**config.mk**
```make
export PLATFORM = sky130hd
export DESIGN_NAME = shm_seq
export DESIGN_NICKNAME = d
export VERILOG_FILES = /design/src/design/shm_pkg.sv /design/src/design/shm_seq.sv
export SDC_FILE = /design/constraint.sdc
export NUM_CORES = 1
export LEC_CHECK = 0
export BUFFER_PORTS_ARGS = -buffer_cell sky130_fd_sc_hd__buf_2
export CORE_ASPECT_RATIO = 1.75
export CORE_MARGIN = 2
export CORE_UTILIZATION = 50
export CTS_BUF_LIST = sky130_fd_sc_hd__clkbuf_4 sky130_fd_sc_hd__clkbuf_8 sky130_fd_sc_hd__clkbuf_16
export DETAILED_ROUTE_END_ITERATION = 6
export PLACE_DENSITY_LB_ADDON = 0.25
export SETUP_SLACK_MARGIN = 0.02
export SLEW_MARGIN = 20
export SYNTH_ARGS = -nofsm -noshare
export SYNTH_HDL_FRONTEND = slang
export SYNTH_SLANG_ARGS = --single-unit
```
**constraint.sdc**
```tcl
create_clock -name clk -period 6.65 [get_ports clk]
set_clock_uncertainty 0.2 [all_clocks]
set_input_delay 0.665 -clock clk [delete_from_list [all_inputs] [get_ports clk]]
set_output_delay 0.665 -clock clk [all_outputs]
set_load 0.01 [all_outputs]
```
**src/design/shm_pkg.sv**
```systemverilog
package shm_pkg;

  // Operator bank size and the widths that follow from it
  localparam int NUM_OPS   = 8192;
  localparam int ADDR_W    = $clog2(NUM_OPS);
  localparam int OP_W      = $clog2(NUM_OPS) + 1;
  localparam int SAMPLE_W  = 16;
  localparam int DIFF_W    = SAMPLE_W + 1;
  localparam int SUM_W     = ((OP_W > DIFF_W) ? OP_W : DIFF_W) + 1;
  localparam int W_W       = 15;
  localparam int PROD_W    = W_W + 1 + OP_W;
  localparam int ACC_W     = PROD_W + ADDR_W;
  localparam int OUT_W     = 41;
  localparam int BIG_W     = (ACC_W > OUT_W) ? ACC_W : OUT_W;

  localparam logic [ADDR_W-1:0] LAST_ADDR = ADDR_W'(NUM_OPS - 1);

  // Weight generation constants (Q60 series arithmetic)
  localparam logic [63:0] Q_ONE       = 64'd1 << 60;
  localparam logic [63:0] WEIGHT_DEN  = 64'd3200000000;
  localparam longint      PEAK_INDEX  = 64'sd2000;
  localparam int          NUM_TERMS   = 30;
  localparam int          NUM_SQUARES = 5;

  typedef enum logic [1:0] {
    SEQ_IDLE,
    SEQ_WALK,
    SEQ_DRAIN
  } seq_state_t;

  typedef struct packed {
    logic                     valid;
    logic                     first;
    logic                     last;
    logic [W_W-1:0]           weight;
    logic signed [OP_W-1:0]   op;
  } mac_req_t;

  // (a*b) >> 60, truncated to 64 bits
  function automatic logic [63:0] qmul(input logic [63:0] a, input logic [63:0] b);
    logic [127:0] p;
    p = {64'd0, a} * {64'd0, b};
    return p[123:60];
  endfunction

  // floor(num * 2^60 / den), num below den
  function automatic logic [63:0] qdiv(input logic [63:0] num, input logic [63:0] den);
    logic [63:0] q;
    logic [63:0] rem;
    q   = '0;
    rem = num;
    for (int k = 0; k < 60; k++) begin
      rem = rem << 1;
      q   = q << 1;
      if (rem >= den) begin
        rem  = rem - den;
        q[0] = 1'b1;
      end
    end
    return q;
  endfunction

  // Series term divided by its index
  function automatic logic [63:0] div_term(input logic [63:0] t, input logic [4:0] k);
    case (k)
      5'd1:    return t / 64'd1;
      5'd2:    return t / 64'd2;
      5'd3:    return t / 64'd3;
      5'd4:    return t / 64'd4;
      5'd5:    return t / 64'd5;
      5'd6:    return t / 64'd6;
      5'd7:    return t / 64'd7;
      5'd8:    return t / 64'd8;
      5'd9:    return t / 64'd9;
      5'd10:   return t / 64'd10;
      5'd11:   return t / 64'd11;
      5'd12:   return t / 64'd12;
      5'd13:   return t / 64'd13;
      5'd14:   return t / 64'd14;
      5'd15:   return t / 64'd15;
      5'd16:   return t / 64'd16;
      5'd17:   return t / 64'd17;
      5'd18:   return t / 64'd18;
      5'd19:   return t / 64'd19;
      5'd20:   return t / 64'd20;
      5'd21:   return t / 64'd21;
      5'd22:   return t / 64'd22;
      5'd23:   return t / 64'd23;
      5'd24:   return t / 64'd24;
      5'd25:   return t / 64'd25;
      5'd26:   return t / 64'd26;
      5'd27:   return t / 64'd27;
      5'd28:   return t / 64'd28;
      5'd29:   return t / 64'd29;
      5'd30:   return t / 64'd30;
      default: return t;
    endcase
  endfunction

  // round(2^24 * 0.001 * exp(-0.07*(0.001*idx - 2)^2)), evaluated at elaboration
  function automatic logic [W_W-1:0] make_weight(input int idx);
    longint      d;
    logic [63:0] num;
    logic [63:0] x;
    logic [63:0] t;
    logic [63:0] pos;
    logic [63:0] neg;
    logic [63:0] r;
    logic [63:0] v;
    d   = longint'(idx) - PEAK_INDEX;
    num = 64'(longint'(7) * d * d);
    if (num >= WEIGHT_DEN) begin
      return '0;
    end
    x   = qdiv(num, WEIGHT_DEN);
    t   = Q_ONE;
    pos = Q_ONE;
    neg = '0;
    for (int k = 1; k <= NUM_TERMS; k++) begin
      t = div_term(qmul(t, x), 5'(k));
      if (k[0]) begin
        neg = neg + t;
      end else begin
        pos = pos + t;
      end
    end
    r = (pos > neg) ? (pos - neg) : '0;
    for (int k = 0; k < NUM_SQUARES; k++) begin
      r = qmul(r, r);
    end
    v = ((r >> 22) << 24) / 64'd1000;
    return W_W'((v + (64'd1 << 37)) >> 38);
  endfunction

endpackage

```
**src/design/shm_seq.sv**
```systemverilog
module shm_seq import shm_pkg::*; (
  input  logic                       clk,
  input  logic                       rst,
  input  logic                       start,
  input  logic signed [SAMPLE_W-1:0] start_sample,
  output logic                       idle,
  output logic                       rd_en,
  output logic [ADDR_W-1:0]          rd_addr,
  input  logic signed [OP_W-1:0]     rd_data,
  input  logic [W_W-1:0]             weight,
  output logic                       wr_en,
  output logic [ADDR_W-1:0]          wr_addr,
  output logic signed [OP_W-1:0]     wr_data,
  output mac_req_t                   mac_req,
  input  logic                       res_taken
);

  seq_state_t                 state;
  seq_state_t                 state_next;
  logic [ADDR_W-1:0]          addr;
  logic signed [DIFF_W-1:0]   diff;
  logic signed [SAMPLE_W-1:0] prev;
  logic                       fresh;
  logic                       s1_valid;
  logic                       s1_first;
  logic                       s1_last;
  logic [ADDR_W-1:0]          s1_addr;

  logic signed [OP_W-1:0]     cur;
  logic signed [SUM_W-1:0]    total;
  logic signed [SUM_W-1:0]    thr;
  logic signed [SUM_W-1:0]    clamped;

  always_comb begin
    state_next = state;
    case (state)
      SEQ_IDLE:  if (start) state_next = SEQ_WALK;
      SEQ_WALK:  if (addr == LAST_ADDR) state_next = SEQ_DRAIN;
      SEQ_DRAIN: if (res_taken) state_next = SEQ_IDLE;
      default:   state_next = SEQ_IDLE;
    endcase
  end

  always_comb begin
    idle  = 1'b0;
    rd_en = 1'b0;
    case (state)
      SEQ_IDLE:  idle  = 1'b1;
      SEQ_WALK:  rd_en = 1'b1;
      SEQ_DRAIN: ;
      default:   ;
    endcase
  end

  assign rd_addr = addr;

  always_ff @(posedge clk) begin
    if (rst) begin
      state    <= SEQ_IDLE;
      prev     <= '0;
      fresh    <= 1'b1;
      s1_valid <= 1'b0;
    end else begin
      state    <= state_next;
      s1_valid <= rd_en;
      if (start) begin
        prev <= start_sample;
      end
      // entries never written since reset read as zero until the first walk ends
      if (s1_valid && s1_last) begin
        fresh <= 1'b0;
      end
    end
  end

  always_ff @(posedge clk) begin
    if (start) begin
      diff <= DIFF_W'(start_sample) - DIFF_W'(prev);
      addr <= '0;
    end else if (rd_en) begin
      addr <= addr + 1'b1;
    end
    s1_addr  <= addr;
    s1_first <= (addr == '0);
    s1_last  <= (addr == LAST_ADDR);
  end

  // read data arrives: add the step, clamp to the operator's threshold, write back
  always_comb begin
    cur   = fresh ? '0 : rd_data;
    total = SUM_W'(cur) + SUM_W'(diff);
    thr   = $signed(SUM_W'(s1_addr));
    if (total > thr) begin
      clamped = thr;
    end else if (total < -thr) begin
      clamped = -thr;
    end else begin
      clamped = total;
    end
  end

  assign wr_en   = s1_valid;
  assign wr_addr = s1_addr;
  assign wr_data = OP_W'(clamped);

  always_comb begin
    mac_req.valid  = s1_valid;
    mac_req.first  = s1_first;
    mac_req.last   = s1_last;
    mac_req.weight = weight;
    mac_req.op     = OP_W'(clamped);
  end

endmodule

```
## Word level (Yosys, flattened, before mapping)

Cells that the tools add are included.
W data, S select, Z words.

- Register bits after elaboration: 65
- Output and inout port bits: 75
- Logic and storage cells: 34

- Add/sub/neg operators: 4
- $lt $le $gt $ge: 2
- Equal/unequal tests: 6
- Muxes and demuxes: 9
- Reduce and logical (&&, ||, !) cells: 4

Operators by type and width:

| cell | number |
|---|---|
| $mux W14 | 3 |
| $add A14 B17 Y18 | 1 |
| $gt A18 B14 Y1 | 1 |
| $lt A18 B18 Y1 | 1 |
| $neg A13 Y18 | 1 |
| $sub A16 B16 Y17 | 1 |
| $add A13 B1 Y13 const B | 1 |
| $eq A13 B13 Y1 const B | 1 |
| $logic_not A13 Y1 | 1 |
| $mux W2 | 3 |
| $ne A2 B2 Y1 const B | 3 |
| $pmux W2 S3 | 1 |
| $reduce_and A3 Y1 | 1 |
| $eq A2 B1 Y1 const B | 1 |
| $eq A2 B2 Y1 const B | 1 |
| $logic_not A2 Y1 | 1 |
| $mux W1 | 2 |
| $logic_and A1 B1 Y1 | 1 |

## Logic depth before layout (Yosys ltp)

- Depth in word-level cells: 5
- Gate-level depth with buffers: 23
- Mapped depth without buffers: 20

## Worst setup path after synthesis

No wires, ideal clock.

- Path kind: input port to output port
- Start point: input port rd_data[0]
- End point: output port wr_data[0]
- Data arrival time: 4,543 ps
- Required time: 5,785 ps
- Setup slack: 1,242 ps
- Stages: 21
- Path buffers: 3
- Path through: nor2b_1 ha_1 inv_1 fa_1 nor2b_1 o31a_1 o21ai_1 o21ai_1 o21ai_0 a22oi_1 ha_1 nand2_1 nor4_1 a2111oi_0 a211oi_2 or4b_1 and2_1 buf_6 buf_6 o31ai_2 buf_4

RTL lines:

| element | RTL line | source |
|---|---|---|
| start: declaration | shm_seq.sv:9 | `input logic signed [OP_W-1:0] rd_data,` |
| end: declaration | shm_seq.sv:13 | `output logic signed [OP_W-1:0] wr_data,` |

## Final worst setup path

- Start point: register fresh
- End point: output port wr_data[12]

- Longest elaborated chain between the ends: 5
- Elaborated cells between the ends (all ways): 6
- Classes of those cells: add/sub: 1; order compare: 2; mux: 3

Ends and longest elaborated chain:

| element | RTL line | source |
|---|---|---|
| start: declaration | shm_seq.sv:23 | `logic fresh;` |
| start signal: assignment | shm_seq.sv:61 | `fresh <= 1'b1;` |
| start signal: assignment | shm_seq.sv:71 | `fresh <= 1'b0;` |
| $mux W14 * | shm_seq.sv:90 | `cur = fresh ? '0 : rd_data;` |
| $add A14 B17 Y18 * | shm_seq.sv:91 | `total = SUM_W'(cur) + SUM_W'(diff);` |
| $lt A18 B18 Y1 | shm_seq.sv:95 | `end else if (total < -thr) begin` |
| $mux W14 | shm_seq.sv:95 |  |
| $mux W14 * | shm_seq.sv:93 | `if (total > thr) begin` |

Mark *: on every way between the ends. The rest lies on a longest branch, timed or not.

==> results.sh <==
export IMPL_status="completed"
export IMPL_path_clk_slew_ps=60
export IMPL_ios=124
export IMPL_nNetsFinal=816
export IMPL_synth_top_cells_by_area="dfxtp_1 18%, ha_1 15%, edfxtp_1 9.5%"
export IMPL_synth_main_ff_cell="dfxtp_1"
export IMPL_grt_ovfl_total=0
export IMPL_slew_headroom_pct=28.29
export IMPL_yosysWarnings=0
export IMPL_async_reset_ff_share_pct=0
export IMPL_ys_ff_latch=65
export IMPL_hold_path_class="flop to flop"
export IMPL_hp_start="rd_addr[5]"
export IMPL_dr_max_layer_used="met4"
export IMPL_start_util_pct=50.76
export IMPL_numCtsBuffers=9
export IMPL_hpwl_um=10250
export IMPL_path_max_fanout=22
export IMPL_seq_area_frac_synth_pct=27.25
export IMPL_numPlacedInstances=821
export IMPL_avgSynthCellArea_um2=8.396
export IMPL_finalHoldViolCount=0
export IMPL_nFillCells=974
export IMPL_worstMarginPinSlew_ps=1076
export IMPL_wl_per_cell_um=15.07
export IMPL_start_kind="flop"
export IMPL_met3_length_um=416
export IMPL_htree_levels=3
export IMPL_grtUsageTotal_pct=22.87
export IMPL_area_growth_syn_to_layout_pct=12.72
export IMPL_rsz0062_at_grt="no"
export IMPL_rows=50
export IMPL_finalCriticalPeriod_ps=6195
export IMPL_preCtsSetupSlack_ps=179.6
export IMPL_antenna_left=0
export IMPL_arrival_ps=5330
export IMPL_firstDrtPassIters=4
export IMPL_synthesis_area_um2=5399
export IMPL_wl_met2_um=6687
export IMPL_antenna_cells=0
export IMPL_num_vias=4702
export IMPL_yosysTopAreaCell="dfxtp_1"
export IMPL_synth_fp_nets=757
export IMPL_final_core_util_pct=57.22
export IMPL_grt_pass1_wl_um=20890
export IMPL_drc=0
export IMPL_antenna_found_initial=0
export IMPL_setup_viol=0
export IMPL_r2r_cells=12
export IMPL_max_freq_mhz=161.4
export IMPL_critical_path_required_ps=5780
export IMPL_setup_tns_ps=0
export IMPL_crit_start="fresh"
export IMPL_dieArea_um2=11680
export IMPL_io_buffer_count=93
export IMPL_place_gp_congestion=0.8751
export IMPL_clock_sinks=65
export IMPL_rr_startpoint="prev[0]"
export IMPL_insertion_delay_ps=340
export IMPL_netlist_instances=643
export IMPL_cts_max_path_buffers=2
export IMPL_ir_worst_vdd_v=0.0002019
export IMPL_layout_common_cells="93 x buf_2, 72 x nor2_1, 63 x ha_1, 57 x inv_1, 47 x dfxtp_1"
export IMPL_drt_iter0_markers=119
export IMPL_drive_above_1_share_pct=18.81
export IMPL_hold_ws_ps=222.5
export IMPL_netlist_area_leader_share_pct=17.80
export IMPL_via_per_inst=5.618
export IMPL_die_y_um=141.5
export IMPL_cts_root_buf="clkbuf_16"
export IMPL_die_w_um=82.55
export IMPL_finalWirelength_um=12620
export IMPL_hold_path_depth=0
export IMPL_post_cts_buffers=0
export IMPL_coreArea_um2=10640
export IMPL_period_share_pct=93.15
export IMPL_power_density_nw_per_um2=236.6
export IMPL_fin_cells=837
export IMPL_grt_start_max_net_pins=48
export IMPL_wl_met1_um=4801
export IMPL_layout_commonest_cell="buf_2"
export IMPL_cts_tree="built"
export IMPL_regToRegEndpoint="diff[16]"
export IMPL_synth_cell_types=67
export IMPL_end_kind="primary output"
export IMPL_p_leak_uw=0.002782
export IMPL_fin_ws_ps=455.4
export IMPL_grt_pass1_vias=4609
export IMPL_cap_violations=0
export IMPL_whs_endpoint="wr_addr[5]"
export IMPL_timing_worst_setup_path_type="flop to primary output"
export IMPL_maxSlewViolCount=0
export IMPL_synth_edf_count=17
export IMPL_rrSetupSlack_ps=3290
==> worst max-delay path: stages, from the launching register on <==
cell	delay, ps
dfxtp_2	480
nand2b_1	200
inv_1	70
ha_1	280
a21o_1	190
a41oi_1	290
nand2_1	130
a21o_1	200
a21oi_1	190
xnor2_1	330
ha_1	350
a2111o_1	410
o22ai_1	250
a211oi_1	110
o31ai_1	460
o31ai_2	180
nand3_4	320
mux2i_1	240
o22ai_1	120
buf_2	170
==> sequential cells by signal, summed over array words and instances, names as in the netlist <==
| register | flops |
|---|---|
| rd_addr | 13 |
| wr_addr | 13 |
| diff | 17 |
| fresh | 1 |
| state | 2 |
| prev | 16 |
| s1_last | 1 |
| wr_en | 1 |
| s1_first | 1 |
==> area by class of cell <==
type / instances / area [um2] / share of cell area, %
multi-input combinational: 474 / 3420 / 56.19
clock buffer: 11 / 275.3 / 4.523
clock inverter: 5 / 65.06 / 1.069
sequential: 65 / 1473 / 24.20
tap: 130 / 162.7 / 2.673
inverter: 58 / 217.7 / 3.577
timing repair buffer: 94 / 473.0 / 7.771
==> metrics by stage <==
| step | power, uW | cell area [um2] |
|---|---|---|
| 2_1_floorplan | 831.0 | 5399 |
| 4_1_cts | 1442 | 6053 |
| 6_report | 1440 | 6086 |
| 5_1_grt | 1524 | 6086 |
| 3_3_place_gp | 907.7 | 5713 |
| 3_5_place_dp | 919.1 | 5713 |
==> how the worst max path moves through the flow <==
stage | end | cells past startpoint | slack, ps
final | wr_data[12] | 19 | 460
after global routing | mac_req[1] | 18 | 150
after CTS | mac_req[1] | 19 | 70
after detailed placement | mac_req[1] | 19 | 180
after global placement | wr_data[1] | 19 | 260
after floorplan | wr_data[0] | 21 | 1240
==> synthesized netlist by cell type (3+ instances only) <==
cell and number:
nor2_1 72, ha_1 63, inv_1 57, dfxtp_1 48, a21oi_1 42, buf_4 33
nand2_1 32, xnor2_1 26, mux2i_1 24, nor2b_1 21, o21ai_0 18, edfxtp_1 17
nand3_1 15, nand2b_1 11, o22ai_1 11, xor2_1 11, and3_1 10, a21o_1 9
a31oi_1 8, a21boi_0 7, clkbuf_1 7, o21a_1 7, nor3_1 6, and2_1 5
a211oi_1 4, nand4_1 4, nor4_1 4, o211ai_1 4, o31a_1 4, o31ai_1 4
or3_1 4, a2111oi_0 3, buf_6 3, nor3b_1 3, o21ai_1 3
==> layer usage <==
metal	GRT usage [%]	vias to the layer above
li1	-	2361
met1	23.69	2179
met2	40.58	113
met3	3.690	49
met4	15.27	0
met5	0	-
==> power by group <==
group	total (uW)	switching, uW	internal, uW
sequential	447	12.1	435
combinational	475	275	199
clock	518	179	339
total	1440	466	974
==> timing repair <==
| action | in CTS | in global routing |
|---|---|---|
| gates resized for setup | 0 | 7 |
| setup endpoints to repair | 0 | 28 |
| hold buffers | 0 | 0 |
==> cells by family after synthesis <==
logic type	Yosys count	synth area share, %
and+or+nand+nor	201	18.63
DFF	65	27.25
adders and majority gates	65	15.34
buffers and inverters	104	9.988
AOI/OAI and AO/OA	147	18.33
xor gates and xnor gates	37	6.002
muxes	24	4.450
Note: power is estimated with default switching activity, not from simulation.
