### src/design/shm_pkg.sv
package shm_pkg;

  // Operator bank size and the widths that follow from it
  localparam int NUM_OPS   = 8192;
  localparam int ADDR_W    = $clog2(NUM_OPS);
  localparam int OP_W      = $clog2(NUM_OPS) + 1;
  localparam int SAMPLE_W  = 16;
  localparam int DIFF_W    = SAMPLE_W + 1;
  localparam int SUM_W     = ((OP_W > DIFF_W) ? OP_W : DIFF_W) + 1;
  localparam int W_W       = 15;
  localparam int PROD_W    = W_W + 1 + OP_W;
  localparam int ACC_W     = PROD_W + ADDR_W;
  localparam int OUT_W     = 41;
  localparam int BIG_W     = (ACC_W > OUT_W) ? ACC_W : OUT_W;

  localparam logic [ADDR_W-1:0] LAST_ADDR = ADDR_W'(NUM_OPS - 1);

  // Weight generation constants (Q60 series arithmetic)
  localparam logic [63:0] Q_ONE       = 64'd1 << 60;
  localparam logic [63:0] WEIGHT_DEN  = 64'd3200000000;
  localparam longint      PEAK_INDEX  = 64'sd2000;
  localparam int          NUM_TERMS   = 30;
  localparam int          NUM_SQUARES = 5;

  typedef enum logic [1:0] {
    SEQ_IDLE,
    SEQ_WALK,
    SEQ_DRAIN
  } seq_state_t;

  typedef struct packed {
    logic                     valid;
    logic                     first;
    logic                     last;
    logic [W_W-1:0]           weight;
    logic signed [OP_W-1:0]   op;
  } mac_req_t;

  // (a*b) >> 60, truncated to 64 bits
  function automatic logic [63:0] qmul(input logic [63:0] a, input logic [63:0] b);
    logic [127:0] p;
    p = {64'd0, a} * {64'd0, b};
    return p[123:60];
  endfunction

  // floor(num * 2^60 / den), num below den
  function automatic logic [63:0] qdiv(input logic [63:0] num, input logic [63:0] den);
    logic [63:0] q;
    logic [63:0] rem;
    q   = '0;
    rem = num;
    for (int k = 0; k < 60; k++) begin
      rem = rem << 1;
      q   = q << 1;
      if (rem >= den) begin
        rem  = rem - den;
        q[0] = 1'b1;
      end
    end
    return q;
  endfunction

  // Series term divided by its index
  function automatic logic [63:0] div_term(input logic [63:0] t, input logic [4:0] k);
    case (k)
      5'd1:    return t / 64'd1;
      5'd2:    return t / 64'd2;
      5'd3:    return t / 64'd3;
      5'd4:    return t / 64'd4;
      5'd5:    return t / 64'd5;
      5'd6:    return t / 64'd6;
      5'd7:    return t / 64'd7;
      5'd8:    return t / 64'd8;
      5'd9:    return t / 64'd9;
      5'd10:   return t / 64'd10;
      5'd11:   return t / 64'd11;
      5'd12:   return t / 64'd12;
      5'd13:   return t / 64'd13;
      5'd14:   return t / 64'd14;
      5'd15:   return t / 64'd15;
      5'd16:   return t / 64'd16;
      5'd17:   return t / 64'd17;
      5'd18:   return t / 64'd18;
      5'd19:   return t / 64'd19;
      5'd20:   return t / 64'd20;
      5'd21:   return t / 64'd21;
      5'd22:   return t / 64'd22;
      5'd23:   return t / 64'd23;
      5'd24:   return t / 64'd24;
      5'd25:   return t / 64'd25;
      5'd26:   return t / 64'd26;
      5'd27:   return t / 64'd27;
      5'd28:   return t / 64'd28;
      5'd29:   return t / 64'd29;
      5'd30:   return t / 64'd30;
      default: return t;
    endcase
  endfunction

  // round(2^24 * 0.001 * exp(-0.07*(0.001*idx - 2)^2)), evaluated at elaboration
  function automatic logic [W_W-1:0] make_weight(input int idx);
    longint      d;
    logic [63:0] num;
    logic [63:0] x;
    logic [63:0] t;
    logic [63:0] pos;
    logic [63:0] neg;
    logic [63:0] r;
    logic [63:0] v;
    d   = longint'(idx) - PEAK_INDEX;
    num = 64'(longint'(7) * d * d);
    if (num >= WEIGHT_DEN) begin
      return '0;
    end
    x   = qdiv(num, WEIGHT_DEN);
    t   = Q_ONE;
    pos = Q_ONE;
    neg = '0;
    for (int k = 1; k <= NUM_TERMS; k++) begin
      t = div_term(qmul(t, x), 5'(k));
      if (k[0]) begin
        neg = neg + t;
      end else begin
        pos = pos + t;
      end
    end
    r = (pos > neg) ? (pos - neg) : '0;
    for (int k = 0; k < NUM_SQUARES; k++) begin
      r = qmul(r, r);
    end
    v = ((r >> 22) << 24) / 64'd1000;
    return W_W'((v + (64'd1 << 37)) >> 38);
  endfunction

endpackage

### src/design/shm_mac.sv
module shm_mac import shm_pkg::*; (
  input  logic                    clk,
  input  logic                    rst,
  input  mac_req_t                req,
  output logic                    res_valid,
  output logic signed [OUT_W-1:0] res_value,
  input  logic                    res_take
);

  localparam logic signed [BIG_W-1:0] OUT_HI =
    {{(BIG_W - OUT_W + 1){1'b0}}, {(OUT_W - 1){1'b1}}};
  localparam logic signed [BIG_W-1:0] OUT_LO =
    {{(BIG_W - OUT_W + 1){1'b1}}, {(OUT_W - 1){1'b0}}};

  logic                     a_valid;
  logic                     a_first;
  logic                     a_last;
  logic signed [PROD_W-1:0] prod;
  logic signed [ACC_W-1:0]  acc;
  logic                     b_done;
  logic signed [BIG_W-1:0]  acc_ext;

  always_ff @(posedge clk) begin
    if (rst) begin
      a_valid   <= 1'b0;
      b_done    <= 1'b0;
      res_valid <= 1'b0;
    end else begin
      a_valid <= req.valid;
      b_done  <= a_valid && a_last;
      if (b_done) begin
        res_valid <= 1'b1;
      end else if (res_take) begin
        res_valid <= 1'b0;
      end
    end
  end

  always_ff @(posedge clk) begin
    a_first <= req.first;
    a_last  <= req.last;
    prod    <= $signed({1'b0, req.weight}) * $signed(req.op);
    if (a_valid) begin
      acc <= (a_first ? '0 : acc) + ACC_W'(prod);
    end
  end

  assign acc_ext = BIG_W'(acc);

  always_ff @(posedge clk) begin
    if (b_done) begin
      if (acc_ext > OUT_HI) begin
        res_value <= OUT_W'(OUT_HI);
      end else if (acc_ext < OUT_LO) begin
        res_value <= OUT_W'(OUT_LO);
      end else begin
        res_value <= OUT_W'(acc_ext);
      end
    end
  end

endmodule

### config.mk
export PLATFORM = sky130hd
export DESIGN_NAME = shm_mac
export DESIGN_NICKNAME = d
export VERILOG_FILES = /design/src/design/shm_pkg.sv /design/src/design/shm_mac.sv
export SDC_FILE = /design/constraint.sdc
export NUM_CORES = 1
export LEC_CHECK = 0
export BUFFER_PORTS_ARGS = -buffer_cell sky130_fd_sc_hd__buf_2
export CORE_UTILIZATION = 26
export DETAILED_ROUTE_END_ITERATION = 12
export SYNTH_ARGS = -nofsm -noshare
export SYNTH_HDL_FRONTEND = slang
export SYNTH_SLANG_ARGS = --single-unit
export TNS_END_PERCENT = 100
### constraint.sdc
create_clock -name clk -period 6.4 [get_ports clk]
set_input_delay 0.64 -clock clk [delete_from_list [all_inputs] [get_ports clk]]
set_output_delay 0.64 -clock clk [all_outputs]
set_load 0.02 [all_outputs]
# ---- Word level (Yosys, flattened, before mapping)
# Index checks and enable logic that the tools add are counted.
dict set report op_classes {
  addsub 1
  multipliers 1
  n_div 0
  n_lt_le_gt_ge 2
  eq_ne 0
  shift 0
  muxes 4
  n_bitwise 0
  n_reduce_logical 2
}
# op count
set ops {}
lappend ops {{adder 43 bit} 1}
lappend ops {{> comparator 43 x 41 -> 1 bit (second input constant)} 1}
lappend ops {{< comparator 43 x 41 -> 1 bit (second input constant)} 1}
lappend ops {{2-to-1 mux 43 bit} 1}
lappend ops {{2-to-1 mux 41 bit} 1}
lappend ops {{multiplier 16 x 14 -> 30 bit} 1}
lappend ops {{2-to-1 mux 1 bit} 2}
lappend ops {{nonzero test 2 bit} 1}
lappend ops {{logical AND 1 bit} 1}
dict set report totals {
  ff_bits 119
  latch_bits 0
  ramBits 0
  romBits 0
  in_bits 35
  wordCells 18
  memories 0
}

# ---- Depth between registers and ports, before layout
# Gate-level depths: netlist of run 1.
dict set report logic_depth {
  word_depth 2
  depth_mapped 25
  ltp_nobuf 24
}

# ---- Worst setup path before layout of run 1
# Ideal clock, no wire load.
dict set report synth_timing {
  path_type {in2reg}
  start {input port req[4] (netlist bit)}
  end {register prod[29]}
  setup_time_ns 0.125
  t_arrival_ns 6.260
  required_ns 6.275
  setup_slack_ns 0.015
  stages 23
  n_path_buf 1
  path_cell_list {clkbuf_1 -> and2_1 -> fa_1 -> inv_1 -> fa_1 -> inv_1 -> fa_1 -> fa_1 -> fa_1 -> inv_1 -> fa_1 -> inv_1 -> ha_1 -> nand3_1 -> a21boi_1 -> o21a_1 -> a311oi_2 -> o21ai_1 -> a21o_1 -> o31a_1 -> a211oi_2 -> o31ai_1 -> xnor2_1}
}
dict set report synth_via {
  elab_chain_cells 1
}
# item line_no
set synth_lines {}
lappend synth_lines {{start, declared} shm_mac.sv:4} ;# input mac_req_t req,
lappend synth_lines {{multiplier 16 x 14 -> 30 bit} shm_mac.sv:42} ;# prod <= $signed({1'b0, req.weight}) * $signed(req.op);
lappend synth_lines {{end signal, assigned} shm_mac.sv:42}
lappend synth_lines {{end, declared} shm_mac.sv:18} ;# logic signed [PROD_W-1:0] prod;
# Every way passes these cells.
# A chain may end at the register's enable or synchronous reset.

# ---- Worst setup path in the final report of run 1
dict set report layout_timing {
  start {input port req[4] (netlist bit)}
  end {register prod[28]}
}
# Same word-level chain as after synthesis.

==> impl_metrics.env, run 1 <==
export IMPL_p_switching_uw=3310
export IMPL_path_class="input port to flip-flop"
export IMPL_yosys_warnings=0
export IMPL_grtUsageMet1_pct=16.7
export IMPL_power_internal_uw=4400
export IMPL_die_w_um=228
export IMPL_hold_viol=0
export IMPL_worstMarginPinSlew_ns=1.05
export IMPL_p_leak_uw=0.00742
export IMPL_start_kind="input port"
export IMPL_grt_usage_pct=11.8
export IMPL_pwr_share_comb_pct=70.2
export IMPL_finalWirelength_um=30000
export IMPL_sw_frac_of_total_pct=43.0
export IMPL_slew_violations=0
export IMPL_avgRoutedWirePerCell_um=13.6
export IMPL_gp_congestion=0.857
export IMPL_r2r_cells=15
export IMPL_hold_buffers=0
export IMPL_cts_root_buf="clkbuf_16"
export IMPL_p_clk_share_pct=13.4
export IMPL_max_cap_violations=0
export IMPL_rows=82
export IMPL_slowest_stage="fa_1"
export IMPL_hp_class="input port to flip-flop"
export IMPL_crit_top_cell="fa_1"
export IMPL_initial_utilization_pct=26.4
export IMPL_cts_tree="yes"
export IMPL_drc=0
export IMPL_synth_edf_count=84
export IMPL_die_h_um=228
export IMPL_core_mm2=0.0504
export IMPL_io_pins=77
export IMPL_hold_depth=1
export IMPL_cp_cell_sequence="buf_2 -> buf_4 -> and2_1 -> fa_1 -> inv_1 -> fa_1 -> inv_1 -> fa_1 -> inv_1 -> fa_1 -> inv_1 -> fa_1 -> fa_1 -> ha_1 -> a21o_1 -> a21oi_1 -> o21ai_0 -> a21oi_1 -> a211oi_1 -> o31ai_1 -> nand3_1 -> a31o_2 -> a21oi_1 -> xnor2_1"
export IMPL_required_ns=6.75
export IMPL_die_area_mm2=0.0521
export IMPL_finalCriticalPeriod_ns=6.06
export IMPL_fin_crit_sh_pct=94.7
export IMPL_syn_area_mm2=0.0133
export IMPL_clock_sinks=119
export IMPL_cts_htree_levels=4
export IMPL_p_total_uw=7710
export IMPL_drive_gt1_share_pct=12.2
export IMPL_antenna_cells=0
export IMPL_detail_route_antenna_nets=0
export IMPL_syn_inst=1405
export IMPL_ys_seq_elements=119
export IMPL_worst_path_stages=24
export IMPL_rrSetupSlack_ns=2.58
export IMPL_fin_nets=1855
export IMPL_antenna_found_initial=0
export IMPL_rsz0062_at_grt="false"
export IMPL_firstDrtPassIters=5
export IMPL_grt_max_degree=45
export IMPL_clock_skew_ns=0.0106
export IMPL_synth_ff_type="edfxtp_1"
export IMPL_yosysSeqAreaShare_pct=24.2
export IMPL_avgSynthCellArea_um2=9.47
export IMPL_drt_iter0_drc=377
export IMPL_dp_hpwl_um=25100
export IMPL_grt_pass1_wl_um=50300
export IMPL_crit_buf_inv=6
export IMPL_use_met2_pct=18.8
export IMPL_syn_num_nets=1747
export IMPL_post_route_util_pct=30.7
export IMPL_yosysUniqueCellTypes=49
export IMPL_worstSkewPairLatency_ns=0.42
export IMPL_powerDensity_mw_per_mm2=498
export IMPL_cpPeakStageDelay_ns=0.54
export IMPL_cts_buffers=17
export IMPL_status="complete, no violations"
export IMPL_cp_arrival_ns=6.41
export IMPL_clkTransAtPathRegs_ns=0.06
export IMPL_busiest_layer="met2"
export IMPL_portBuffers=76
export IMPL_critical_path_top_delay_family="adder cells"
export IMPL_via_count=9560
export IMPL_cts_buffer_depth=2
export IMPL_grt_pass1_vias=9908
export IMPL_vdd_drop_max_uv=449
export IMPL_fmax_mhz=165
export IMPL_slew_headroom_pct=29.7
export IMPL_async_flop_share_pct=0
export IMPL_syn_to_final_growth_pct=16.3
export IMPL_cp_end_kind="flip-flop"
export IMPL_grt_overflow=0
export IMPL_final_setup_viol_count=0
export IMPL_seqPwrFrac_pct=16.4
export IMPL_crit_fanout=6
export IMPL_vias_per_cell=4.35
export IMPL_use_met3_pct=1.66
layout by cell type (no fill, tap or decap), types with 24 or more instances in the layout:
master / Yosys / layout
inv_1: 214 / 214
fa_1: 155 / 155
ha_1: 152 / 152
nand2_1: 116 / 116
and2_1: 114 / 114
nor2_1: 112 / 111
edfxtp_1: 84 / 84
buf_2: 2 / 76
a21oi_1: 68 / 67
buf_4: 0 / 63
nor2b_1: 58 / 58
xnor2_1: 54 / 54
a21o_1: 39 / 39
dfxtp_1: 35 / 33
o21ai_0: 24 / 24
cell families (layout without fill, tap and decap cells):
group / count (synthesis) / in the layout / share of synthesized area [%]
buffers and inverters: 265 / 386 / 7.49
AOI/OAI and AO/OA: 191 / 191 / 9.31
and+or+nand+nor: 454 / 454 / 16.9
adders and majority gates: 307 / 307 / 37.6
xor gates and xnor gates: 69 / 69 / 4.54
DFF: 119 / 119 / 24.2
worst paths after layout:
| path | from | endpoint |
|---|---|---|
| worst min-delay path | req[29] | a_last |
| worst max register to register | a_first | acc[38] |
| worst min register to register | a_last | b_done |
| worst max-delay path | req[4] | prod[28] |
flip-flops by register name, indices dropped and copies added (netlist names):
signal,flops
b_done,1
res_value,41
a_last,1
a_first,1
prod,30
res_valid,1
acc,43
a_valid,1
through the flow:
step / hold WS, ns / instances / setup WS, ns / TNS, ns / area, µm²
final: 0.327 / 2198 / 0.342 / 0 / 15500
after global routing: 0.313 / 2198 / 0.00574 / 0 / 15500
after CTS: 0.317 / 2198 / 0.259 / 0 / 15500
after detailed placement: 0.407 / 2166 / -0.173 / -0.572 / 14800
after global placement: 0.407 / 2166 / -0.0813 / -0.215 / 14800
after floorplan: 0.395 / 1405 / 0.0152 / 0 / 13300
what timing repair did:
item	CTS	global route
endpoints found under the setup margin	0	4
setup buffers	0	0
resized for setup	0	2
area by class of cell:
class / instances / area (µm²)
inverter: 214 / 803
clock inverter: 13 / 201
fill: 5226 / 34900
tap: 672 / 841
multi-input combinational: 1021 / 9100
clock buffer: 19 / 433
sequential: 119 / 3230
timing repair buffer: 140 / 873
power groups by stage:
stage | clock, µW | sequential [µW] | combinational [µW]
2_1_floorplan | 0 | 1260 | 3990
6_report | 1040 | 1260 | 5410
4_1_cts | 1050 | 1270 | 5440
3_3_place_gp | 0 | 1270 | 5300
3_5_place_dp | 0 | 1280 | 5390
5_1_grt | 1090 | 1290 | 6160
cells in the mapped netlist, drive strengths merged (3+ instances only):
library cell,n,area [µm²]
a21boi,3,22.5
nor2,112,420
o21ai,33,165
and3,4,25.0
nor2b,58,363
a21oi,69,349
nor3,6,30.0
xnor2,54,473
a21o,39,293
inv,214,803
dfxtp,35,701
nand2,116,435
o21bai,10,75.1
nand3,18,90.1
edfxtp,84,2520
o31ai,7,57.6
xor2,15,131
nand4,6,37.5
ha,152,1900
nand2b,14,87.6
clkbuf,49,184
o21a,7,52.6
fa,155,3100
and2,114,713
a211oi,5,42.5
worst reg2reg max path, cell delays in order (launching register included):
cell and delay, ns:
dfxtp_1 0.30, buf_4 0.38, nor2b_1 0.14, ha_1 0.24
inv_1 0.07, fa_1 0.20, nor2b_1 0.06, o21ai_0 0.24
a21oi_1 0.16, o22ai_2 0.21, o21ai_1 0.16, a221oi_2 0.41
o21ai_1 0.20, o31ai_2 0.49, o21bai_1 0.16, xor2_1 0.15
metal layers:
metal  wire [µm]  part of all wire (%)  up-vias
met3        1240                   4.1       31
met4         419                   1.4        0
li1            -                     -     4717
met2       13200                    44      215
met1       15100                    50     4597
met5           0                     0        -
No activity file was read; power rests on OpenSTA's default activity.
==> inputs of run 2 (changes only) <==
==> constraint.sdc (replaced) <==
create_clock -name clk -period 6.4 [get_ports clk]
set_input_delay 0.96 -clock clk [delete_from_list [all_inputs] [get_ports clk]]
set_output_delay 0.96 -clock clk [all_outputs]
set_load 0.02 [all_outputs]
==> run 2 against run 1 <==
  * Die area did not move
  * Cell count rose by 1.4%
  * Global-route usage rose by 0.12 points
  * Wire length rose by 0.73%
  * Combinational power rose by 9.8%
  * Clock power fell by 12%
  * Clock skew rose by 0.0027 ns
  * Via count barely moved
  * Power rose by 5.3%
  * Flip-flop and latch count did not move
  * Critical path depth fell by 3
  * Hold slack improved by 0.076 ns
  * Largest power group unchanged
==> impl_metrics.env, run 2 (synthesis gave the netlist of run 1 again) <==
export IMPL_status="complete, no violations"
export IMPL_slew_headroom_pct=30.1
export IMPL_cts_tree="yes"
export IMPL_drc=0
export IMPL_vias_per_cell=4.29
export IMPL_clock_skew_ns=0.0134
export IMPL_regToRegStartpoint="a_first"
export IMPL_path_class="input port to flip-flop"
export IMPL_cts_root_buf="clkbuf_16"
export IMPL_hold_path_startpoint="a_last"
export IMPL_worstSkewPairLatency_ns=0.42
export IMPL_clkTransAtPathRegs_ns=0.05
export IMPL_timing_rr_end="acc[41]"
export IMPL_hp_class="flip-flop to flip-flop"
export IMPL_mostFrequentLayoutCell="inv_1"
export IMPL_dp_hpwl_um=25600
export IMPL_syn_to_final_growth_pct=19.0
export IMPL_hold_viol=0
export IMPL_nFillCells=5223
export IMPL_initial_utilization_pct=26.4
export IMPL_finalCriticalPeriod_ns=6.25
export IMPL_cp_end_kind="flip-flop"
export IMPL_firstDrtPassIters=5
export IMPL_fin_nets=1885
export IMPL_die_h_um=228
export IMPL_start_kind="input port"
export IMPL_rows=82
export IMPL_final_setup_viol_count=0
export IMPL_slew_violations=0
export IMPL_cts_buffer_depth=2
export IMPL_hold_depth=2
export IMPL_cts_buffers=17
export IMPL_largest_register_ffs=43
export IMPL_r2r_cells=14
export IMPL_gp_congestion=0.850
export IMPL_hold_path_end="b_done"
export IMPL_grt_usage_pct=11.9
export IMPL_grt_pass1_wl_um=50900
export IMPL_largest_register="acc"
export IMPL_fmax_mhz=160
export IMPL_mostFrequentLayoutCells="208 x inv_1, 152 x fa_1, 146 x ha_1, 116 x nand2_1, 111 x nor2_1"
export IMPL_cp_arrival_ns=6.55
export IMPL_dpl_cell_count=2193
export IMPL_required_ns=6.70
export IMPL_layout_cells_non_filler=2228
export IMPL_dpl_instance_area_mm2=0.0151
export IMPL_antenna_found_initial=0
export IMPL_clock_sinks=119
export IMPL_final_area_mm2=0.0158
export IMPL_vdd_drop_max_uv=442
export IMPL_fin_ws_ns=0.151
export IMPL_p_total_uw=8120
export IMPL_fin_crit_sh_pct=97.6
export IMPL_powerDensity_mw_per_mm2=512
export IMPL_drive_gt1_share_pct=15.7
export IMPL_crit_fanout=6
export IMPL_multi_input_area_mm2=0.00927
export IMPL_via_count=9562
export IMPL_regArea_mm2=0.00323
export IMPL_grt_pass1_vias=10200
export IMPL_finalWirelength_um=30200
export IMPL_place_ws_ns=-0.356
export IMPL_grt_overflow=0
export IMPL_grt_max_degree=45
export IMPL_max_cap_violations=0
export IMPL_rrSetupSlack_ns=2.56
export IMPL_detail_route_antenna_nets=0
export IMPL_top_regs="acc: 43 flops, res_value: 41 flops, prod: 30 flops"
export IMPL_cts_htree_levels=4
export IMPL_die_area_mm2=0.0521
export IMPL_p_leak_uw=0.00758
export IMPL_worstMarginPinSlew_ns=1.05
export IMPL_die_w_um=228
export IMPL_io_pins=77
export IMPL_core_mm2=0.0504
export IMPL_portBuffers=76
export IMPL_rsz0062_at_grt="true"
export IMPL_antenna_cells=0
export IMPL_drt_iter0_drc=454
export IMPL_post_route_util_pct=31.4
export IMPL_avgRoutedWirePerCell_um=13.5
run 2: repair_timing:
item / 4_1_cts / 5_1_grt
hold buffers: 0 / 0
setup endpoints to repair: 0 / 5
resized for setup: 0 / 39
endpoints found under the hold margin: 0 / 0
buffers inserted: 0 / 3
run 2: area by class of cell:
class                           count  share of cell area [%]
Clock buffer                       26                    3.43
Clock inverter                      6                   0.213
Inverter                          214                    5.07
Multi-Input combinational cell   1021                    58.5
Sequential cell                   119                    20.4
Tap cell                          672                    5.31
Timing Repair Buffer              170                    7.13
run 2: layer usage:
layer / GRT usage (%) / wire length [µm]
met4: 3.44 / 544
met2: 19.9 / 13800
met5: 0 / 0
met1: 15.9 / 14900
met3: 1.69 / 887
run 2: worst max-delay path by stage:
stage | from | endpoint | slack, ns | cells past startpoint
final | req[19] | prod[29] | 0.15 | 21
after global routing | req[4] | prod[29] | -0.03 | 24
after CTS | req[20] | prod[29] | 0.1 | 24
after detailed placement | req[20] | prod[29] | -0.36 | 24
after global placement | req[4] | prod[29] | -0.26 | 23
after floorplan | req[3] | prod[29] | 0.0008 | 21
run 2: power breakdown:
| group | leakage (µW) | switching, µW | internal (µW) |
|---|---|---|---|
| Combinational | 0.00621 | 3050 | 2890 |
| Sequential | 0.00107 | 89.1 | 1170 |
| Clock | 0.000289 | 333 | 582 |
run 2: worst max-delay path, cell delays in order:
cell	delay, ns
buf_2	0.13
buf_4	0.16
and2_1	0.14
fa_1	0.47
inv_1	0.05
fa_1	0.47
inv_1	0.05
fa_1	0.54
fa_1	0.58
fa_1	0.46
fa_1	0.60
ha_4	0.21
a21boi_1	0.12
o21a_1	0.20
a311oi_2	0.23
o21ai_1	0.13
a21o_1	0.20
o31a_1	0.32
a211oi_4	0.29
o31ai_2	0.11
xnor2_1	0.12
run 2: metrics by stage:
stage	hold slack [ns]	TNS, ns
3_3_place_gp	0.400	-1.29
3_5_place_dp	0.394	-1.92
5_1_grt	0.447	-0.0518
2_1_floorplan	0.395	0
6_report	0.403	0
4_1_cts	0.402	0
